$ cat src/rtl/assert_macros.svh
// Assertion macros for the RTL.
`ifndef ASSERT_MACROS_SVH
`define ASSERT_MACROS_SVH

// Implication checked at every rising clock edge outside reset.
`define TCLC_ASSERT(label, clk, rst_n, prop, msg) \
    label: assert property (@(posedge clk) disable iff (!rst_n) prop) else $error(msg);

// Condition that must never be true outside reset.
`define TCLC_NEVER(label, clk, rst_n, cond, msg) \
    label: assert property (@(posedge clk) disable iff (!rst_n) !(cond)) else $error(msg);

`endif

$ cat src/rtl/tclc_blkdiv.sv
// Division by a block dimension (1,4,5,6,8,10,12) by shift or reciprocal multiply, one register stage.
module tclc_blkdiv (
    input  logic        clk,
    input  logic        en,
    input  logic [31:0] x,
    input  logic [3:0]  b,
    output logic [31:0] q
);
    logic [31:0] s;
    logic [31:0] k;
    logic [63:0] prod_next;
    logic [63:0] prod_reg;
    logic [31:0] x_reg;
    logic [3:0]  b_reg;

    always_comb
    begin
        case (b) inside
            4'd6, 4'd10: s = x >> 1;
            4'd12:       s = x >> 2;
            default:     s = x;
        endcase
        k = (b == 4'd5 || b == 4'd10) ? 32'hCCCC_CCCD : 32'hAAAA_AAAB;
        prod_next = {32'd0, s} * {32'd0, k};
    end

    always_ff @(posedge clk)
    begin
        if (en)
        begin
            prod_reg <= prod_next;
            x_reg <= x;
            b_reg <= b;
        end
    end

    always_comb
    begin
        case (b_reg) inside
            4'd4:         q = x_reg >> 2;
            4'd8:         q = x_reg >> 3;
            4'd5, 4'd10:  q = {2'b00, prod_reg[63:34]};
            4'd6, 4'd12:  q = {1'b0, prod_reg[63:33]};
            default:      q = x_reg;
        endcase
    end
endmodule

$ cat config.mk
export PLATFORM = sky130hd
export DESIGN_NAME = tclc_blkdiv
export DESIGN_NICKNAME = d
export VERILOG_FILES = /design/src/rtl/assert_macros.svh /design/src/rtl/tclc_blkdiv.sv
export SDC_FILE = /design/constraint.sdc
export NUM_CORES = 2
export LEC_CHECK = 0
export BUFFER_PORTS_ARGS = -buffer_cell sky130_fd_sc_hd__buf_2
export CAP_MARGIN = 10
export CORE_ASPECT_RATIO = 2
export CORE_MARGIN = 2
export CORE_UTILIZATION = 25
export DETAILED_ROUTE_END_ITERATION = 10
export PLACE_DENSITY_LB_ADDON = 0.25
export SKIP_CTS_REPAIR_TIMING = 1
export SLEW_MARGIN = 20
export SYNTH_ARGS = -nofsm -noshare
export SYNTH_HDL_FRONTEND = slang
export SYNTH_SLANG_ARGS = --single-unit
$ cat constraint.sdc
create_clock -name clk -period 7.6 [get_ports clk]
set_input_delay 0 -clock clk [delete_from_list [all_inputs] [get_ports clk]]
set_output_delay 0 -clock clk [all_outputs]
set_load 0.005 [all_outputs]
### Word level (Yosys, flattened, before mapping)

Index checks and enable logic that the tools add are counted.

* register bits: 100
* bits in latches: 0
* memory bits (writable): 0
* memory bits (read-only): 0
* output and inout port bits: 32
* memories: 0

* add/subtract/negate cells: 0
* multipliers: 1
* div/mod/pow operators: 0
* magnitude comparators: 0
* equal/unequal tests: 10
* shift-type cells: 0
* mux-type cells: 7
* bitwise logic cells: 0
* reductions and logical operators: 4

Operators by type and width (count)
* $mux W32: 6
* $mul A32 B32 Y64: 1
* $mux W31: 1
* $eq A4 B3 Y1 const B: 5
* $eq A4 B4 Y1 const B: 5
* $reduce_or A2 Y1: 3
* $logic_or A1 B1 Y1: 1

### Depth between registers and ports, before layout

* depth in word-level cells: 6
* gate-level depth with buffers: 37
* depth with buffers taken out: 34

### Worst setup path after synthesis

No wires, ideal clock.

* kind: input to register
* start: in b[0]
* end: reg prod_reg[52], data pin
* data arrival time: 7.956 ns
* setup slack: -0.620 ns
* stages: 31
* cell sequence: and4bb_1 buf_4 buf_2 buf_2 mux2i_1 nor2_1 a21o_1 nand2_1 inv_1 fa_1 fa_1 fa_1 inv_1 fa_1 inv_1 fa_1 fa_1 fa_1 inv_1 fa_1 inv_1 ha_1 a21o_1 o21bai_1 a311oi_1 a21boi_2 o21ai_2 a31o_2 a211oi_2 o221ai_2 xor2_1

* word-level cells in the longest chain between the ends: 4
* elaborated cells on any way between the ends: 10
* those cells by class: mul: 1; eq/ne: 4; mux: 3; reduce/logical: 2

RTL lines
* start, declared: line tclc_blkdiv.sv:6 `input logic [3:0] b,`
* $eq A4 B4 Y1 (no source line), or another cell as far along
* $mux W32, or another cell as far along: line tclc_blkdiv.sv:18 `case (b) inside`
* $mux W32 / $mux W31 (equally long branches): line tclc_blkdiv.sv:18, tclc_blkdiv.sv:23
* $mul A32 B32 Y64 (*): line tclc_blkdiv.sv:24 `prod_next = {32'd0, s} * {32'd0, k};`
* named net prod_next[52]: line tclc_blkdiv.sv:11 `logic [63:0] prod_next;`
* end signal, assigned: line tclc_blkdiv.sv:31 `prod_reg <= prod_next;`
* end, declared: line tclc_blkdiv.sv:12 `logic [63:0] prod_reg;`

Mark *: on every way through the listed nets, which the timed path passes. The rest lies on a longest branch.
A chain may end at the register's enable or synchronous reset.

### Worst setup path after layout

Ends and elaborated chain as after synthesis.

==> results.py <==
metrics = {
    "status": {
        "outcome": "finished, violations left",
        "violations": "negative setup slack",
    },
    "floorplanning": {
        "coreArea_um2": 99520,
        "fp.dieW_um": 227.6,
        "start_util_pct": 25.12,
        "pin_count": 70,
        "die_y_um": 451.2,
        "rows": 164,
        "die-area_um2": 102700,
    },
    "final_layout": {
        "nFillCells": 10330,
        "drive_above_1_share_pct": 30.48,
        "largest_register_ffs": 32,
        "final_nets": 4135,
        "syn_to_final_growth_pct": 34.89,
        "design_area_um2": 33720,
    },
    "placement": {
        "port_buffers": 69,
        "placed_cell_area_um2": 31610,
        "pre_cts_ws_ps": -975.6,
        "routabilityCongestion": 0.9950,
        "dp_hpwl_um": 95650,
    },
    "synthesis": {
        "yosysWarningCount": 0,
        "syn-instance-count": 2494,
        "yosysUniqueCellTypes": 66,
        "async_reset_ff_share_pct": 0,
        "synth-seq-cells": 67,
        "synth_top_flop_cell": "edfxtp_1",
        "avgSynthCellArea_um2": 10.02,
        "synth-edff-count": 67,
        "ys_seq_area_share_pct": 8.047,
        "netlist_area_um2": 25000,
    },
    "clocking": {
        "numCtsBuffers": 9,
        "cts-htree-levels": 3,
        "clock-root-buffer": "clkbuf_16",
        "cts.clk_slew.worst_paths_ps": 50,
        "cts.sink_count": 67,
        "clock_path_buffers": 2,
        "cts_tree": "yes",
    },
    "grt": {
        "grt_overflow": 0,
        "antenna_found_initial": 2,
        "grt_max_degree": 68,
        "grt_pass1_vias": 22220,
        "grt.total_usage_pct": 20.47,
        "grt_pass1_wl_um": 144500,
    },
    "timing": {
        "report.final.slew_viol_count": 0,
        "finalSetupViolations": 26,
        "slew_headroom_pct": 32.25,
        "setup_slack_ps": -377.0,
        "worst-slew-pin-transition_ps": 1016,
        "final_hold_viol_count": 0,
        "post-route-period-util_pct": 105.0,
        "timing.fmax_mhz": 125.4,
        "rsz0062_at_grt": "yes",
        "fin_crit_ps": 7977,
    },
    "drt": {
        "via_per_inst": 4.264,
        "dr.pass1.iters": 4,
        "wl_um": 103700,
        "drt_iter0_drc": 636,
        "wl_per_cell_um": 22.92,
        "top_layer": "met5",
        "ant_nets": 0,
        "drc": 0,
        "wl_met1_um": 25890,
        "vias": 19300,
        "dr_wl_met2_um": 61030,
        "dr_wl_met3_um": 1774,
    },
    "critical_path": {
        "cp_common_cell": "fa_1",
        "slowest_delay_ps": 580,
        "cp-end-kind": "flip-flop",
        "crit_type": "in2reg",
        "critPathLaunchType": "primary input",
        "path_max_fanout": 5,
        "required_ps": 7680,
        "cp_slowest_cell": "fa_2",
        "worstPathArrival_ps": 8060,
    },
    "hold_path": {
        "min_path_type": "in2reg",
    },
    "run": {
        "drv_cap": 0,
    },
}
## worst max-delay path, delay by kind of cell
| kind | cells | cell delay, ps |
|---|---|---|
| simple gates | 2 | 440 |
| buf+inv | 12 | 1140 |
| xor+xnor | 1 | 150 |
| fa+ha+maj | 9 | 4340 |
| mux | 1 | 180 |
| compound gates | 9 | 1780 |
## cell families (layout without fill, tap and decap cells)
group / after synthesis / after routing / share of synthesized area (%)
AOI/OAI and AO/OA: 276 / 276 / 6.996
xor gates and xnor gates: 46 / 46 / 1.611
adders and majority gates: 906 / 906 / 62.91
buffers and inverters: 814 / 1467 / 12.25
DFF: 67 / 67 / 8.047
muxes: 62 / 62 / 2.482
other: 2 / 52 / 0.03004
and+or+nand+nor: 321 / 321 / 5.675
## final timing paths
kind / startpoint / end / slack (ps) / cells after the start
worst max-delay path: b[0] / prod_reg[52] / -380 / 34
worst min-delay path: b[2] / b_reg[2] / 2 / 2
## area by class of cell
cell class	instances	area, um2	area share (%)
clock buffers	10	229.0	0.6790
flip-flops and latches	67	2012	5.966
well taps	1328	1662	4.927
diodes	1	2.502	0.007420
inverters	748	2833	8.400
clock inverters	6	90.09	0.2671
repair buffers	703	5602	16.61
multi-input cells	1662	21290	63.14
## cell usage after synthesis (3+ instances only)
master | instances | area [um2]
o31ai_1 | 3 | 22.52
a31oi_1 | 4 | 25.02
nand2_1 | 114 | 427.9
nor2b_1 | 3 | 18.77
xor2_1 | 14 | 122.6
edfxtp_1 | 67 | 2012
nand2b_1 | 4 | 25.02
mux2i_1 | 62 | 620.6
a21oi_1 | 98 | 490.5
a21o_1 | 41 | 307.8
o21ai_1 | 6 | 30.03
o21ai_0 | 60 | 300.3
nand4_1 | 8 | 50.05
fa_1 | 585 | 11710
and2_1 | 3 | 18.77
nor3_1 | 10 | 50.05
o21a_1 | 3 | 22.52
inv_1 | 748 | 2808
clkbuf_1 | 56 | 210.2
nor2_1 | 133 | 499.2
nand3_1 | 12 | 60.06
buf_1 | 6 | 22.52
buf_2 | 3 | 15.01
or2_2 | 10 | 62.56
xnor2_1 | 32 | 280.3
a211oi_1 | 31 | 232.7
or3_1 | 4 | 25.02
and3_1 | 6 | 37.54
o21bai_1 | 5 | 37.54
ha_1 | 321 | 4016
## layout by cell type (no fill, tap or decap), types with 11 or more instances in the layout
cell / Yosys / routed
a21oi_2: 1 / 25
nand2_1: 114 / 93
inv_2: 0 / 35
edfxtp_1: 67 / 67
a21oi_1: 98 / 68
nor2_1: 133 / 108
a211oi_1: 31 / 30
nor2_4: 1 / 11
inv_1: 748 / 705
mux2i_1: 62 / 61
buf_2: 3 / 68
dlygate4sd3_1: 0 / 21
fa_2: 0 / 48
buf_12: 0 / 20
xor2_1: 14 / 13
conb_1: 2 / 51
ha_1: 321 / 292
a21o_1: 41 / 35
nor2_2: 0 / 15
ha_4: 0 / 24
nand2_2: 0 / 15
buf_4: 1 / 558
buf_6: 0 / 29
o21ai_0: 60 / 53
fa_1: 585 / 537
clkbuf_16: 0 / 12
xnor2_1: 32 / 23
## layer usage
layer,vias up,global-route usage [%]
met5,-,0
met4,2,21.86
met3,285,1.568
met2,347,42.52
met1,9739,14.50
li1,8922,-
## through the flow
stage,util [%],hold WS (ps),TNS [ps],std cells
finish,33.89,1.530,-4912,4525
global route,33.88,7.362,-11170,4524
CTS,32.08,-96.89,-13230,4461
detailed placement,31.76,255.5,-23800,4445
global placement,31.76,247.9,-24330,4445
floorplan,-,98.87,0,2543
Power is not shown: default switching activity piles up to over one toggle a cycle in this logic, so the estimate is an artifact.
